## src/lpht_pkg.sv

```systemverilog
// Shared constants and codes for the linear probing hash table.
package lpht_pkg;

  localparam int KEY_W = 32;
  localparam int VALUE_W = 32;
  localparam int OP_W = 2;
  localparam int STATUS_W = 2;
  localparam int SLOT_W = 8;
  localparam int ENTRIES_W = 9;
  localparam int CFG_W = 9;
  localparam int HASH_W = 8;

  localparam int TABLE_DEPTH_DEFAULT = 256;
  localparam int TABLE_SIZE_RESET = 256;

  localparam logic [OP_W-1:0] OP_INSERT = 2'd0;
  localparam logic [OP_W-1:0] OP_LOOKUP = 2'd1;
  localparam logic [OP_W-1:0] OP_REMOVE = 2'd2;

  localparam logic [STATUS_W-1:0] ST_OK = 2'd0;
  localparam logic [STATUS_W-1:0] ST_MISS = 2'd1;
  localparam logic [STATUS_W-1:0] ST_FULL = 2'd2;

endpackage

```

## src/lpht_remainder.sv

```systemverilog
// Bit-serial restoring remainder unit that reduces a key hash modulo the table size.
module lpht_remainder #(
  parameter int TABLE_DEPTH = lpht_pkg::TABLE_DEPTH_DEFAULT
) (
  input  logic                                 clk,
  input  logic                                 rst,
  input  logic                                 start,
  input  logic [lpht_pkg::HASH_W-1:0]          dividend,
  input  logic [$clog2(TABLE_DEPTH+1)-1:0]     divisor,
  output logic                                 done,
  output logic [$clog2(TABLE_DEPTH)-1:0]       rem
);

  localparam int SZ_W = $clog2(TABLE_DEPTH + 1);
  localparam int IDX_W = $clog2(TABLE_DEPTH);
  localparam int STEP_W = $clog2(lpht_pkg::HASH_W + 1);

  logic                        busy;
  logic [STEP_W-1:0]           steps;
  logic [lpht_pkg::HASH_W-1:0] shreg;
  logic [SZ_W-1:0]             acc;
  logic [SZ_W-1:0]             acc_next;
  logic [SZ_W:0]               trial;

  always_comb begin
    trial = {acc, shreg[lpht_pkg::HASH_W-1]};
    if (trial >= {1'b0, divisor}) begin
      acc_next = SZ_W'(trial - {1'b0, divisor});
    end else begin
      acc_next = SZ_W'(trial);
    end
  end

  always_ff @(posedge clk) begin
    if (rst) begin
      busy <= 1'b0;
      done <= 1'b0;
    end else begin
      done <= 1'b0;
      if (start) begin
        busy <= 1'b1;
        steps <= STEP_W'(lpht_pkg::HASH_W);
        shreg <= dividend;
        acc <= '0;
      end else if (busy) begin
        acc <= acc_next;
        shreg <= shreg << 1;
        steps <= steps - STEP_W'(1);
        if (steps == STEP_W'(1)) begin
          busy <= 1'b0;
          done <= 1'b1;
        end
      end
    end
  end

  assign rem = IDX_W'(acc);

endmodule

```

## config.mk

```make
export PLATFORM = sky130hd
export DESIGN_NAME = lpht_remainder
export DESIGN_NICKNAME = d
export VERILOG_FILES = /design/src/lpht_pkg.sv /design/src/lpht_remainder.sv
export SDC_FILE = /design/constraint.sdc
export NUM_CORES = 1
export LEC_CHECK = 0
export ABC_AREA = 1
export BUFFER_PORTS_ARGS = -buffer_cell sky130_fd_sc_hd__buf_2
export CORE_UTILIZATION = 60
export DETAILED_ROUTE_END_ITERATION = 12
export PLACE_DENSITY_LB_ADDON = 0.25
export SLEW_MARGIN = 40
export SYNTH_ARGS = -nofsm -noshare
export SYNTH_HDL_FRONTEND = slang
export SYNTH_SLANG_ARGS = --single-unit
```

## constraint.sdc

```tcl
create_clock -name clk -period 3.1 [get_ports clk]
set_input_delay 0.155 -clock clk [delete_from_list [all_inputs] [get_ports clk]]
set_output_delay 0.155 -clock clk [all_outputs]
set_load 0.02 [all_outputs]
```

==> impl_metrics.csv, run 1 <==
group,metric,value,unit
cts,clock_sinks,23,
sta,finalClockSkew,5.38,ps
sta,final_max_slew_viol_count,0,
worst_setup_path,r2r-start,"shreg[7]",
sta,clock.fmax,495,MHz
cts,clock_latency,300,ps
cts,cts_buffers,3,
sta,tightest_slew,572,ps
placed_design,hpwl,2310,um
sta,hold_violations,0,
cts,cts_hold_buf,0,
placed_design,post_dp_cell_area,1830,um2
route,viasPerCell,4.80,
final_layout,nets,283,
flow_run,cap_violations,0,
worst_setup_path,crit_required,3260,ps
sta,fin_crit,2020,ps
route,post_drt_wl_per_cell,10.3,um
synthesis,yosys_register_bits,23,
synthesis,ys_seq_area_share,39.3,%
pwr,finalPower,0.774,mW
final_layout,fin_util,71.5,%
floorplan,row_count,18,
route,final_antenna_net_count,0,
final_layout,drive_gt1_share,20.0,%
worst_setup_path,cp-startpoint,"shreg[7]",
cts,cts-root-buf,"clkbuf_4",
final_layout,seq_area,671,um2
worst_setup_path,critPathCaptureType,"register",
floorplan,die_w,55.3,um
sta,slew_headroom,61.9,%
synthesis,synth_compound_area_share,2.71,%
final_layout,final_area,1850,um2
route,wirelength,2880,um
synthesis,synthAdderAreaFrac,9.24,%
worst_setup_path,criticalPathCategory,"reg2reg",
grt,antenna_found_initial,0,
cts,cts_tree,"yes",
sta,setup_violations,0,
hold_path,hold_class,"in2reg",
cts,post-cts-setup-buffer-count,0,
synthesis,ys.warnings.count,0,
pwr,ir_drop,0.000407,V
floorplan,initial_utilization,65.9,%
final_layout,synthToLayoutAreaGrowth,8.58,%
grt,grt_pass1_vias,1183,
synthesis,synth-xor-area-share,2.05,%
synthesis,synth.distinct_cells,28,
cts,post_cts_resize_count,0,
route,drt-initial-drc-count,41,
cts,clock_path_buffers,2,
grt,grt_pass1_wl,4880,um
cts,h-tree-depth,1,
sta,period_share,65.2,%
floorplan,core,2590,um2
cts,clk_pin_slew,120,ps
final_layout,diodes,0,
worst_setup_path,arrival,2180,ps
synthesis,synth_nets,259,
worst_setup_path,worst_setup_path_start_kind,"register",
floorplan,ios,29,
route,drc,0,
sta,final.setup.worst_slack,1080,ps
synthesis,netlist_instances,227,
synthesis,synthSimpleGateAreaFrac,32.8,%
final_layout,num-fill-cells,210,
placed_design,port_buffers,28,
grt,grt_overflow,0,
synthesis,synth_top_family_by_area,"simple AND/OR/NAND/NOR gates",
placed_design,place_congestion,0.818,
grt,grt_max_degree,18,
grt,globalRouteTotalUtil,20.1,%
route,vias,1345,
sta,rsz0062_at_grt,"false",
sta,setup_tns,0,ps
worst_setup_path,cp_max_fo,7,
floorplan,die_height,55.3,um
route,first_pass_iters,4,
pwr,p_leak,1.01,nW
status,status,"completed",
final_layout,multiInputGateArea,802,um2
synthesis,netlist_area,1710,um2
pwr,power_density,418,nW/um2
floorplan,fp.dieArea,3060,um2
hold_path,worstHoldStart,"rst",
placed_design,place_ws,1040,ps
synthesis,muxShareOfSynthArea,0,%
synthesis,syn_avg_cell_area,7.52,um2
==> flip-flops by register name, indices dropped and copies added, names as in the netlist <==
name   count
acc        9
busy       1
done       1
shreg      8
steps      4
==> cells by family (layout without fill, tap and decap cells) <==
logic type               after synthesis  in the layout
AO/OA/AOI/OAI                          8              8
adder cells (fa/ha/maj)               12             12
flip-flops                            23             23
XOR/XNOR                               4              4
AND/OR/NAND/NOR                      125            125
buffers and inverters                 55             78
==> critical path: stages (launching register included) <==
cell	delay [ps]
edfxtp_1	370
inv_1	80
ha_1	140
inv_1	70
fa_1	400
nand2_1	90
nand2_2	80
nand3_2	90
nand2_4	70
a21oi_2	290
nor2_1	100
nor2_1	100
==> layout make-up <==
class	count	area share (%)
repair buffers	29	7.97
clock buffers	4	1.42
multi-input cells	149	43.3
well taps	30	2.03
flip-flops and latches	23	36.2
inverters	45	9.12
==> cell usage after synthesis (all sizes together) <==
| cell | number | area [um2] |
|---|---|---|
| o21ai | 1 | 5.00 |
| clkinv | 1 | 3.75 |
| nor3 | 1 | 16.3 |
| edfxtp | 21 | 631 |
| nor2 | 28 | 120 |
| a21oi | 6 | 33.8 |
| fa | 1 | 20.0 |
| buf | 9 | 65.1 |
| nand4 | 1 | 6.26 |
| dfxtp | 2 | 40.0 |
| xor2 | 2 | 17.5 |
| nand2 | 76 | 313 |
| nor4 | 1 | 6.26 |
| inv | 44 | 165 |
| xnor2 | 2 | 17.5 |
| ha | 11 | 138 |
| nand3 | 17 | 90.1 |
| o21a | 1 | 7.51 |
| clkbuf | 1 | 3.75 |
| nand3b | 1 | 7.51 |
==> cell usage in the layout (no fill, tap or decap), drive strengths merged <==
master / n
nand2: 76
inv: 44
buf: 29
nor2: 28
edfxtp: 21
nand3: 17
ha: 11
a21oi: 6
clkbuf: 4
xor2: 2
xnor2: 2
dfxtp: 2
clkinv: 1
nor3: 1
nor4: 1
o21a: 1
o21ai: 1
nand3b: 1
nand4: 1
fa: 1
==> stage by stage <==
stage	hold WS, ps	std cells
after global routing	24.1	280
after floorplan	231	227
after CTS	34.6	280
after global placement	360	276
after detailed placement	362	276
final	43.3	280
==> power breakdown <==
part	switching (mW)	total (mW)	internal, mW	leakage (nW)
Sequential	0.0149	0.385	0.370	0.220
Clock	0.0806	0.131	0.0501	0.0150
Combinational	0.162	0.258	0.0962	0.771
Total	0.257	0.774	0.517	1.01
==> per-layer routing <==
layer  share of wire [%]  track usage, %
met1                  47            25.5
met2                  49            35.3
met3                 2.7            2.11
met4                 1.6            7.50
met5                   0               0
==> final timing paths <==
kind,end,slack (ps),cells after the start
min reg2reg,done,480,2
min,done,40,2
max reg2reg,acc[7],1080,11
max,acc[7],1080,11
(Power assumes the default switching activity.)
==> run 2, diff against run 1 <==
--- a/config.mk
+++ b/config.mk
@@ -7,7 +7,7 @@
 export LEC_CHECK = 0
 export ABC_AREA = 1
 export BUFFER_PORTS_ARGS = -buffer_cell sky130_fd_sc_hd__buf_2
-export CORE_UTILIZATION = 60
+export CORE_UTILIZATION = 50
 export DETAILED_ROUTE_END_ITERATION = 12
 export PLACE_DENSITY_LB_ADDON = 0.25
 export SLEW_MARGIN = 40
==> constraint.sdc (replaced) <==
create_clock -name clk -period 1.85 [get_ports clk]
set_input_delay 0.0925 -clock clk [delete_from_list [all_inputs] [get_ports clk]]
set_output_delay 0.0925 -clock clk [all_outputs]
set_load 0.02 [all_outputs]
==> impl_metrics.csv, run 2 (synthesis results as in run 1) <==
group,metric,value,unit
route,post_drt_wl_per_cell,10.5,um
sta,finalClockSkew,7.67,ps
pwr,comb_power_share,37.4,%
final_layout,fin_util,65.9,%
grt,gr-usage-met2,34.1,%
grt,busiest_layer,"met2",
pwr,p_leak,1.08,nW
worst_setup_path,r2r-start,"shreg[7]",
sta,period_share,103,%
floorplan,die_w,60.4,um
worst_setup_path,worst_setup_path_start_kind,"register",
sta,setup_tns,-237,ps
route,viasPerCell,4.60,
floorplan,core,3150,um2
final_layout,stdcell_count,308,
grt,use_met3,1.28,%
placed_design,place_congestion,0.819,
cts,clock_latency,310,ps
cts,h-tree-depth,1,
placed_design,place_ws,-40.7,ps
grt,grt_pass1_vias,1290,
grt,globalRouteTotalUtil,19.4,%
pwr,ir_drop,0.000478,V
placed_design,hpwl,2440,um
worst_setup_path,crit_required,2030,ps
pwr,power_density,673,nW/um2
pwr,intPower,0.916,mW
sta,slew_headroom,77.3,%
placed_design,post_dp_cell_area,1930,um2
floorplan,die_height,60.4,um
cts,cts_buffers,3,
sta,final.setup.worst_slack,-56.4,ps
grt,grt_pass1_wl,5270,um
worst_setup_path,cp_top_family,"adder cells",
pwr,p_switching,0.481,mW
worst_setup_path,cp_max_fo,7,
sta,hold_violations,0,
cts,cts_tree,"yes",
sta,final_max_slew_viol_count,0,
worst_setup_path,critPathCaptureType,"register",
cts,cts-root-buf,"clkbuf_4",
final_layout,drive_gt1_share,27.7,%
route,drc,0,
grt,grt_max_degree,21,
sta,clock.fmax,525,MHz
final_layout,layout_common_cells,"nand2_1, inv_1, buf_2",
final_layout,final_area,2080,um2
status,violations,"negative setup slack",
hold_path,worstHoldStart,"dividend[0]",
flow_run,cap_violations,0,
cts,clock_path_buffers,2,
hold_path,hold_class,"in2reg",
final_layout,nets,297,
cts,clk_pin_slew,130,ps
grt,grtUsageMet1,25.4,%
route,drt-initial-drc-count,57,
floorplan,ios,29,
worst_setup_path,arrival,2090,ps
final_layout,top_regs,"acc x9, shreg x8, steps x4",
sta,fin_crit,1910,ps
sta,tightest_slew,340,ps
worst_setup_path,cpPeakStageDelay,400,ps
route,vias,1416,
final_layout,num-fill-cells,290,
status,status,"finished, violations left",
pwr,switching_share,34.4,%
floorplan,fp.dieArea,3650,um2
worst_setup_path,crit_chain,"inv_2 -> ha_4 -> inv_2 -> fa_2 -> nand2_2 -> nand2_4 -> nand3_4 -> nand2_4 -> a21oi_4 -> buf_6 -> nor2_1 -> nor2_1",
final_layout,regMostFlops,"acc",
worst_setup_path,crit_slowest_cell,"edfxtp_1",
grt,grt_overflow,0,
final_layout,synthToLayoutAreaGrowth,21.7,%
cts,clock_sinks,23,
route,final_antenna_net_count,0,
worst_setup_path,cp-startpoint,"shreg[7]",
route,wirelength,3220,um
floorplan,row_count,20,
floorplan,initial_utilization,54.1,%
worst_setup_path,criticalPathCategory,"reg2reg",
pwr,pwr-share-seq,46.1,%
sta,setup_violations,8,
final_layout,diodes,0,
worst_setup_path,path_buf_inv,3,
grt,antenna_found_initial,0,
placed_design,port_buffers,28,
pwr,power_frac_clock,16.5,%
final_layout,layout_commonest_cell,"nand2_1",
final_layout,largest_reg_flops,9,
sta,rsz0062_at_grt,"true",
placed_design,dpl.cell_count,300,
route,first_pass_iters,4,
run 2: layout make-up:
type / count / area [um2] / share of cell area [%]
clock buffer: 3 / 22.5 / 1.08
clock inverter: 1 / 5.00 / 0.241
inverter: 45 / 169 / 8.13
multi-input combinational: 149 / 883 / 42.5
sequential: 23 / 671 / 32.3
tap: 44 / 55.1 / 2.65
timing repair buffer: 43 / 272 / 13.1
run 2: timing repair:
action | CTS | global route
hold buffers | 1 | 0
pin swaps | 1 | 6
setup buffers | 1 | 2
endpoints found under the hold margin | 1 | 0
endpoints found under the setup margin | 9 | 9
gates resized for setup | 4 | 11
run 2: tightest hold or removal path, delay by kind of cell:
kind                   cells  cell delay [ps]
buffers and inverters      2              110
and+or+nand+nor            1               40
run 2: worst paths after layout:
check | slack [ps] | endpoint | cells past startpoint
setup / recovery | -60 | acc[4] | 12
hold / removal | 30 | shreg[0] | 3
setup reg to reg | -60 | acc[4] | 12
hold reg to reg | 470 | done | 2
run 2: per-stage QoR:
| stage | hold slack [ps] | total power [mW] |
|---|---|---|
| 2_1_floorplan | 169 | 1.01 |
| 3_3_place_gp | 293 | 1.12 |
| 3_5_place_dp | 295 | 1.13 |
| 4_1_cts | 28.7 | 1.36 |
| 5_1_grt | 19.5 | 1.49 |
| 6_report | 33.4 | 1.40 |
run 2: power by group through the flow:
stage / combinational (mW) / sequential, mW / clock [mW]
after CTS: 0.483 / 0.642 / 0.237
after global placement: 0.469 / 0.653 / 0
after floorplan: 0.356 / 0.650 / 0
after global routing: 0.592 / 0.649 / 0.250
after detailed placement: 0.474 / 0.654 / 0
final: 0.523 / 0.644 / 0.230
run 2: routing by layer:
metal	up-vias	wire length, um
met4	0	36
met3	4	75
met2	25	1500
met1	620	1600
li1	767	-
met5	-	0
